<file path="src/rtl/sfe_ram.sv">
// Generic simple dual-port RAM: one write port, one read port, registered read.
// No dependencies.
module sfe_ram #(
    parameter int WIDTH = 8,
    parameter int DEPTH = 16
) (
    input  logic                     clk,
    input  logic                     we,
    input  logic [$clog2(DEPTH)-1:0] waddr,
    input  logic [WIDTH-1:0]         wdata,
    input  logic [$clog2(DEPTH)-1:0] raddr,
    output logic [WIDTH-1:0]         rdata
);

    logic [WIDTH-1:0] mem [DEPTH];

    always_ff @(posedge clk)
    begin
        if (we)
        begin
            mem[waddr] <= wdata;
        end
        rdata <= mem[raddr];
    end

endmodule

</file>
<file path="config.mk">
export PLATFORM = sky130hd
export DESIGN_NAME = sfe_ram
export DESIGN_NICKNAME = d
export VERILOG_FILES = /design/src/rtl/sfe_ram.sv
export SDC_FILE = /design/constraint.sdc
export NUM_CORES = 1
export LEC_CHECK = 0
export BUFFER_PORTS_ARGS = -buffer_cell sky130_fd_sc_hd__buf_2
export CORE_MARGIN = 2
export CORE_UTILIZATION = 54
export DETAILED_ROUTE_END_ITERATION = 6
export GPL_TIMING_DRIVEN = 0
export PLACE_DENSITY_LB_ADDON = 0.05
export SLEW_MARGIN = 20
export SYNTH_ARGS = -nofsm -noshare
export SYNTH_HDL_FRONTEND = slang
export SYNTH_SLANG_ARGS = --single-unit
</file>
<file path="constraint.sdc">
create_clock -name clk -period 1.51 [get_ports clk]
set_input_delay 0.151 -clock clk [delete_from_list [all_inputs] [get_ports clk]]
set_output_delay 0.151 -clock clk [all_outputs]
set_load 0.01 [all_outputs]
</file>
# After elaboration in Yosys (flattened, before gate mapping)
# Memory sizes are Yosys's and may differ from the RTL's. A register that Yosys moved wholly into a read port is not among the register bits.
# Cells that the tools add are included.
dict set report classes {
  mux 2
}
# cell count
set ops {}
lappend ops {{$mux 1} 2}
dict set report word_totals {
  ff_bits 0
  ram_bits 128
  out_inout_bits 8
  elab_cells 3
  mem_count 1
}
# memory depth width rd rd_ports_with_merged_regs write_ports line
set mem_list {}
lappend mem_list {mem 16 8 1 1 1 15} ;# logic [WIDTH-1:0] mem [DEPTH];

# Longest topological paths before layout
dict set report depth {
  word_depth 2
  ltp_mapped 5
}

# Worst setup path after synthesis
# Ideal clock, no wire load.
dict set report synth_path {
  path_kind {input to register}
  from {input waddr[2]}
  to {memory mem[0][0] (enable)}
  setup_time_ps 383
  t_arrival_ps 1261
  required_time_ps 1127
  slack_ps -134
  stages 2
  n_path_buf 0
  cell_sequence {or3b_2 nor3_1}
}
# item line
set synth_lines {}
lappend synth_lines {{start: declaration} 9} ;# input logic [$clog2(DEPTH)-1:0] waddr,
lappend synth_lines {{end: declaration} 15}
# No word-level cell before the write port.

==> impl_summary.md <==
Clock network
The H-tree depth reported by CTS is 4. The number of buffers inserted for hold repair after clock tree synthesis is 0. The clock reaches the later pin of the worst-skew pair after 500 ps. The tree is rooted in a sky130_fd_sc_hd__clkbuf_8. After clock tree synthesis, the clock-pin slew on the worst setup and hold paths is 60 ps. The TritonCTS clock tree is done. Once the clock tree was built, the setup fixing pass inserted 0 buffers.

The longest clock path from root to sink contains 2 buffers. The number of buffers inserted during clock tree synthesis is 17. The number of clock sinks is 136.

Job
Across the run, the number of max-cap violations was 0.

Cells and area
The layout overhead on the synthesized area is 17.1%. The final core utilization is 0.652. The final cell count without fillers is 412. In the final layout, the share of cells above drive strength 1 is 0.307. The summed area of non-filler cells in the final layout is 6030 µm². 0 antenna diodes ended up in the layout.

The total number of nets in the final design is 290.

Timing
The largest clock skew in the final design is 7.54 ps. At the pin with the least slew margin, the transition time is 820 ps. Setup violations remaining at the end of the flow were counted as 0. The hold violation total from the final report is 0. Setup repair after global routing left no endpoint under its margin. The worst path in the final design needs a cycle of 1460 ps, including I/O delays and setup. The portion of the clock cycle consumed by the worst path in the final layout is 0.964.

Derived from the worst setup path, the maximum achievable clock frequency is 0.687 GHz. Across all setup checks in the final design, the least slack found is 54.4 ps. The total count of max-transition violations in the final report came to 0. The tightest slew margin relative to the limit is 0.451.

Floorplanning
The I/O pin total is 26. The floorplan step set the die height to 102 µm. The die covers 10,300 µm².

The core region is 9240 µm². The initial utilization of the core area, before any placement, comes to 0.557. The standard-cell row count is 35.

The horizontal die dimension is 102 µm.

GRT
The largest net degree at the start of global routing is 17. For this run, global-route usage on met2 was measured as 0.320. The met3 layer usage reported by global route is 0.0462. The total overflow left after global routing is 0. The wire length of the first global-routing pass is 14.3 mm.

Across every metal layer, demand over resource in global routing totals 0.206. The layer with the highest usage after global routing is met2. The number of antenna violations at the first check in global routing was 0.

The met1 usage in global routing is 0.297. The via count of the first global-routing pass is 2,414.

Placed design
The post-place setup slack is -361 ps. The cell count after placement is 382. The final weighted congestion of routability-driven global placement is 0.818.

The number of I/O port buffers is 24. The post-placement cell area is 5450 µm². The detailed-placement wirelength estimate is 6.09 mm.

Power
Summed over all cells, the static leakage comes to 2.02 nW. The fraction of power spent switching nets is 0.198. The peak supply drop is 949 µV. The logic gate share of total power is 0.048. Of the total power, registers draw 0.495. The power density over the cells is 1420 nW/µm². The internal power of the cells is 0.00687 W. Summed over all nets, the switching power comes to 0.00170 W.

The share of total power dissipated in the clock network is 0.457.

Min path
The number of instances on the worst hold path is 1. In this run the worst hold path is classified as input port to flop. The startpoint identified for the worst hold timing path is wdata[6]. For hold timing, the worst endpoint is mem[6][6]$_DFFE_PP_.

Synthesis
Of the synthesized area, sequential elements account for 0.778. Synthesis inferred 136 register bits. Sorting the synthesized cells by area gives the leading types as sky130_fd_sc_hd__edfxtp_1 (75%), sky130_fd_sc_hd__mux4_2 (7.9%), sky130_fd_sc_hd__mux4_1 (7.1%). The number of nets in the synthesized netlist is 247.

For this run, the number of Yosys warnings is 0. sky130_fd_sc_hd__edfxtp_1 takes more of the synthesized area than any other cell. The cell area that synthesis handed to floorplanning was 5150 µm². Of the post-synthesis cell area, the dominant cell type holds 0.747. A synthesized cell averages 22.5 µm². Synthesis produced 229 cells. The number of distinct library cells after synthesis is 19.

Setup path
STA classifies the critical path endpoint as a flop. STA puts the critical path data arrival time at 1830 ps. The worst flop-to-flop path endpoint is rdata[1]$_DFF_P_. Of all nets on the critical path, the largest fanout is 1. Walking the worst path, the cells encountered are mux4_1 -> a22oi_1 -> nand2_1.

The depth of the worst register-to-register path is 3. The required time of the critical path is 1890 ps. The delay of the slowest critical-path stage is 550 ps. The class of the most critical setup path is flop to flop.

The reg-to-reg startpoint is mem[1][1]$_DFFE_PP_. STA classifies the critical path startpoint as a flop. The setup check on the worst reg-to-reg path leaves a slack of 50 ps. The cell with the biggest individual delay on the critical path is sky130_fd_sc_hd__mux4_1. Tracing the worst setup path back leads to its startpoint at mem[1][1]$_DFFE_PP_.

Routing
Using the TritonRoute via totals, the vias-per-cell ratio works out to 5.69. Wires add up to 9.49 mm. After detailed routing, the average wire length per cell comes to 23.0 µm.

The via count is 2,344. In this run the remaining antenna-violating nets after routing total 0. In the routed design, unresolved DRC markers number 0.

The number of iterations in the first detailed-routing pass is 4. The number of violations reported at the end of detailed-routing iteration 0 is 216.

Status
The run finished with clean final reports.
==> per-stage QoR <==
| step | TNS (ps) | hold WS [ps] | total power [W] |
|---|---|---|---|
| 3_3_place_gp | -21320 | 547 | 0.00472 |
| 5_1_grt | 0 | 39.7 | 0.00882 |
| 6_report | 0 | 45.8 | 0.00857 |
| 4_1_cts | 0 | 32.0 | 0.00863 |
| 3_5_place_dp | -13410 | 544 | 0.00474 |
| 2_1_floorplan | 0 | 250 | 0.00454 |
==> logic make-up (layout without fill, tap and decap cells) <==
| family | after synthesis | in the layout | synth area share |
|---|---|---|---|
| multiplexers | 32 | 32 | 0.150 |
| AND/OR/NAND/NOR | 35 | 35 | 0.0318 |
| flip-flops | 136 | 136 | 0.778 |
| AO/OA/AOI/OAI | 16 | 16 | 0.0233 |
| buffers and inverters | 10 | 64 | 0.0168 |
==> flip-flops by register name, summed over array words and instances (netlist names) <==
name,flops
mem,128
rdata,8
==> layout by cell type, fill, tap and decap left out, types with 4 or more instances in the layout <==
| master | synthesis | layout |
|---|---|---|
| sky130_fd_sc_hd__mux4_2 | 18 | 18 |
| sky130_fd_sc_hd__dfxtp_1 | 8 | 8 |
| sky130_fd_sc_hd__edfxtp_1 | 128 | 128 |
| sky130_fd_sc_hd__clkbuf_16 | 0 | 16 |
| sky130_fd_sc_hd__a22oi_1 | 16 | 15 |
| sky130_fd_sc_hd__buf_2 | 3 | 27 |
| sky130_fd_sc_hd__nand2_1 | 9 | 9 |
| sky130_fd_sc_hd__nor2_1 | 13 | 13 |
| sky130_fd_sc_hd__mux4_1 | 14 | 14 |
| sky130_fd_sc_hd__nor3_2 | 0 | 4 |
==> Yosys cell counts (all sizes together) <==
cell type      number
nor3                4
clkdlybuf4s25       3
and2b               1
or3b                1
edfxtp            128
buf                 7
nand2               9
nor2b               1
and2                1
nand3               1
mux4               32
a22oi              16
nand3b              2
nand2b              2
dfxtp               8
nor2               13
==> worst max-delay path: cells and delay by family (launching register included) <==
| family | cells | cell delay (ps) |
|---|---|---|
| AOI/OAI and AO/OA | 1 | 310 |
| DFF | 1 | 360 |
| muxes | 1 | 550 |
| and+or+nand+nor | 1 | 110 |
==> power groups by stage <==
stage / clock network [W] / logic (W) / registers (W)
detailed placement: 0 / 0.000416 / 0.00432
global route: 0.00413 / 0.000445 / 0.00425
finish: 0.00392 / 0.000413 / 0.00424
CTS: 0.00397 / 0.000417 / 0.00424
global placement: 0 / 0.000408 / 0.00432
floorplan: 0 / 0.000215 / 0.00433
==> layer usage <==
layer | part of all wire | vias up | wire [µm]
met5 | 0 | - | 0
met4 | 0.0057 | 0 | 54
met3 | 0.058 | 6 | 552
met2 | 0.49 | 63 | 4650
met1 | 0.45 | 1214 | 4240
li1 | - | 1061 | -
==> worst max path at each step <==
stage	to	depth (start not counted)
2_1_floorplan	mem[3][0]$_DFFE_PP_	2
3_3_place_gp	mem[8][2]$_DFFE_PP_	3
3_5_place_dp	mem[1][2]$_DFFE_PP_	3
4_1_cts	rdata[2]$_DFF_P_	3
5_1_grt	rdata[1]$_DFF_P_	3
6_report	rdata[1]$_DFF_P_	3
==> final cells by class <==
| type | count | area (µm²) |
|---|---|---|
| sequential | 136 | 4000 |
| timing repair buffer | 24 | 120 |
| fill | 635 | 3210 |
| clock buffer | 17 | 414 |
| clock inverter | 13 | 158 |
| multi-input combinational | 83 | 1080 |
| tap | 129 | 161 |
| buffer | 10 | 86.3 |
==> repair_timing <==
action                                  in CTS  in global routing
gates resized for setup                      0                  1
endpoints found under the hold margin        0                  0
endpoints found under the setup margin       0                  1
Note: power is estimated with default switching activity, not from simulation.
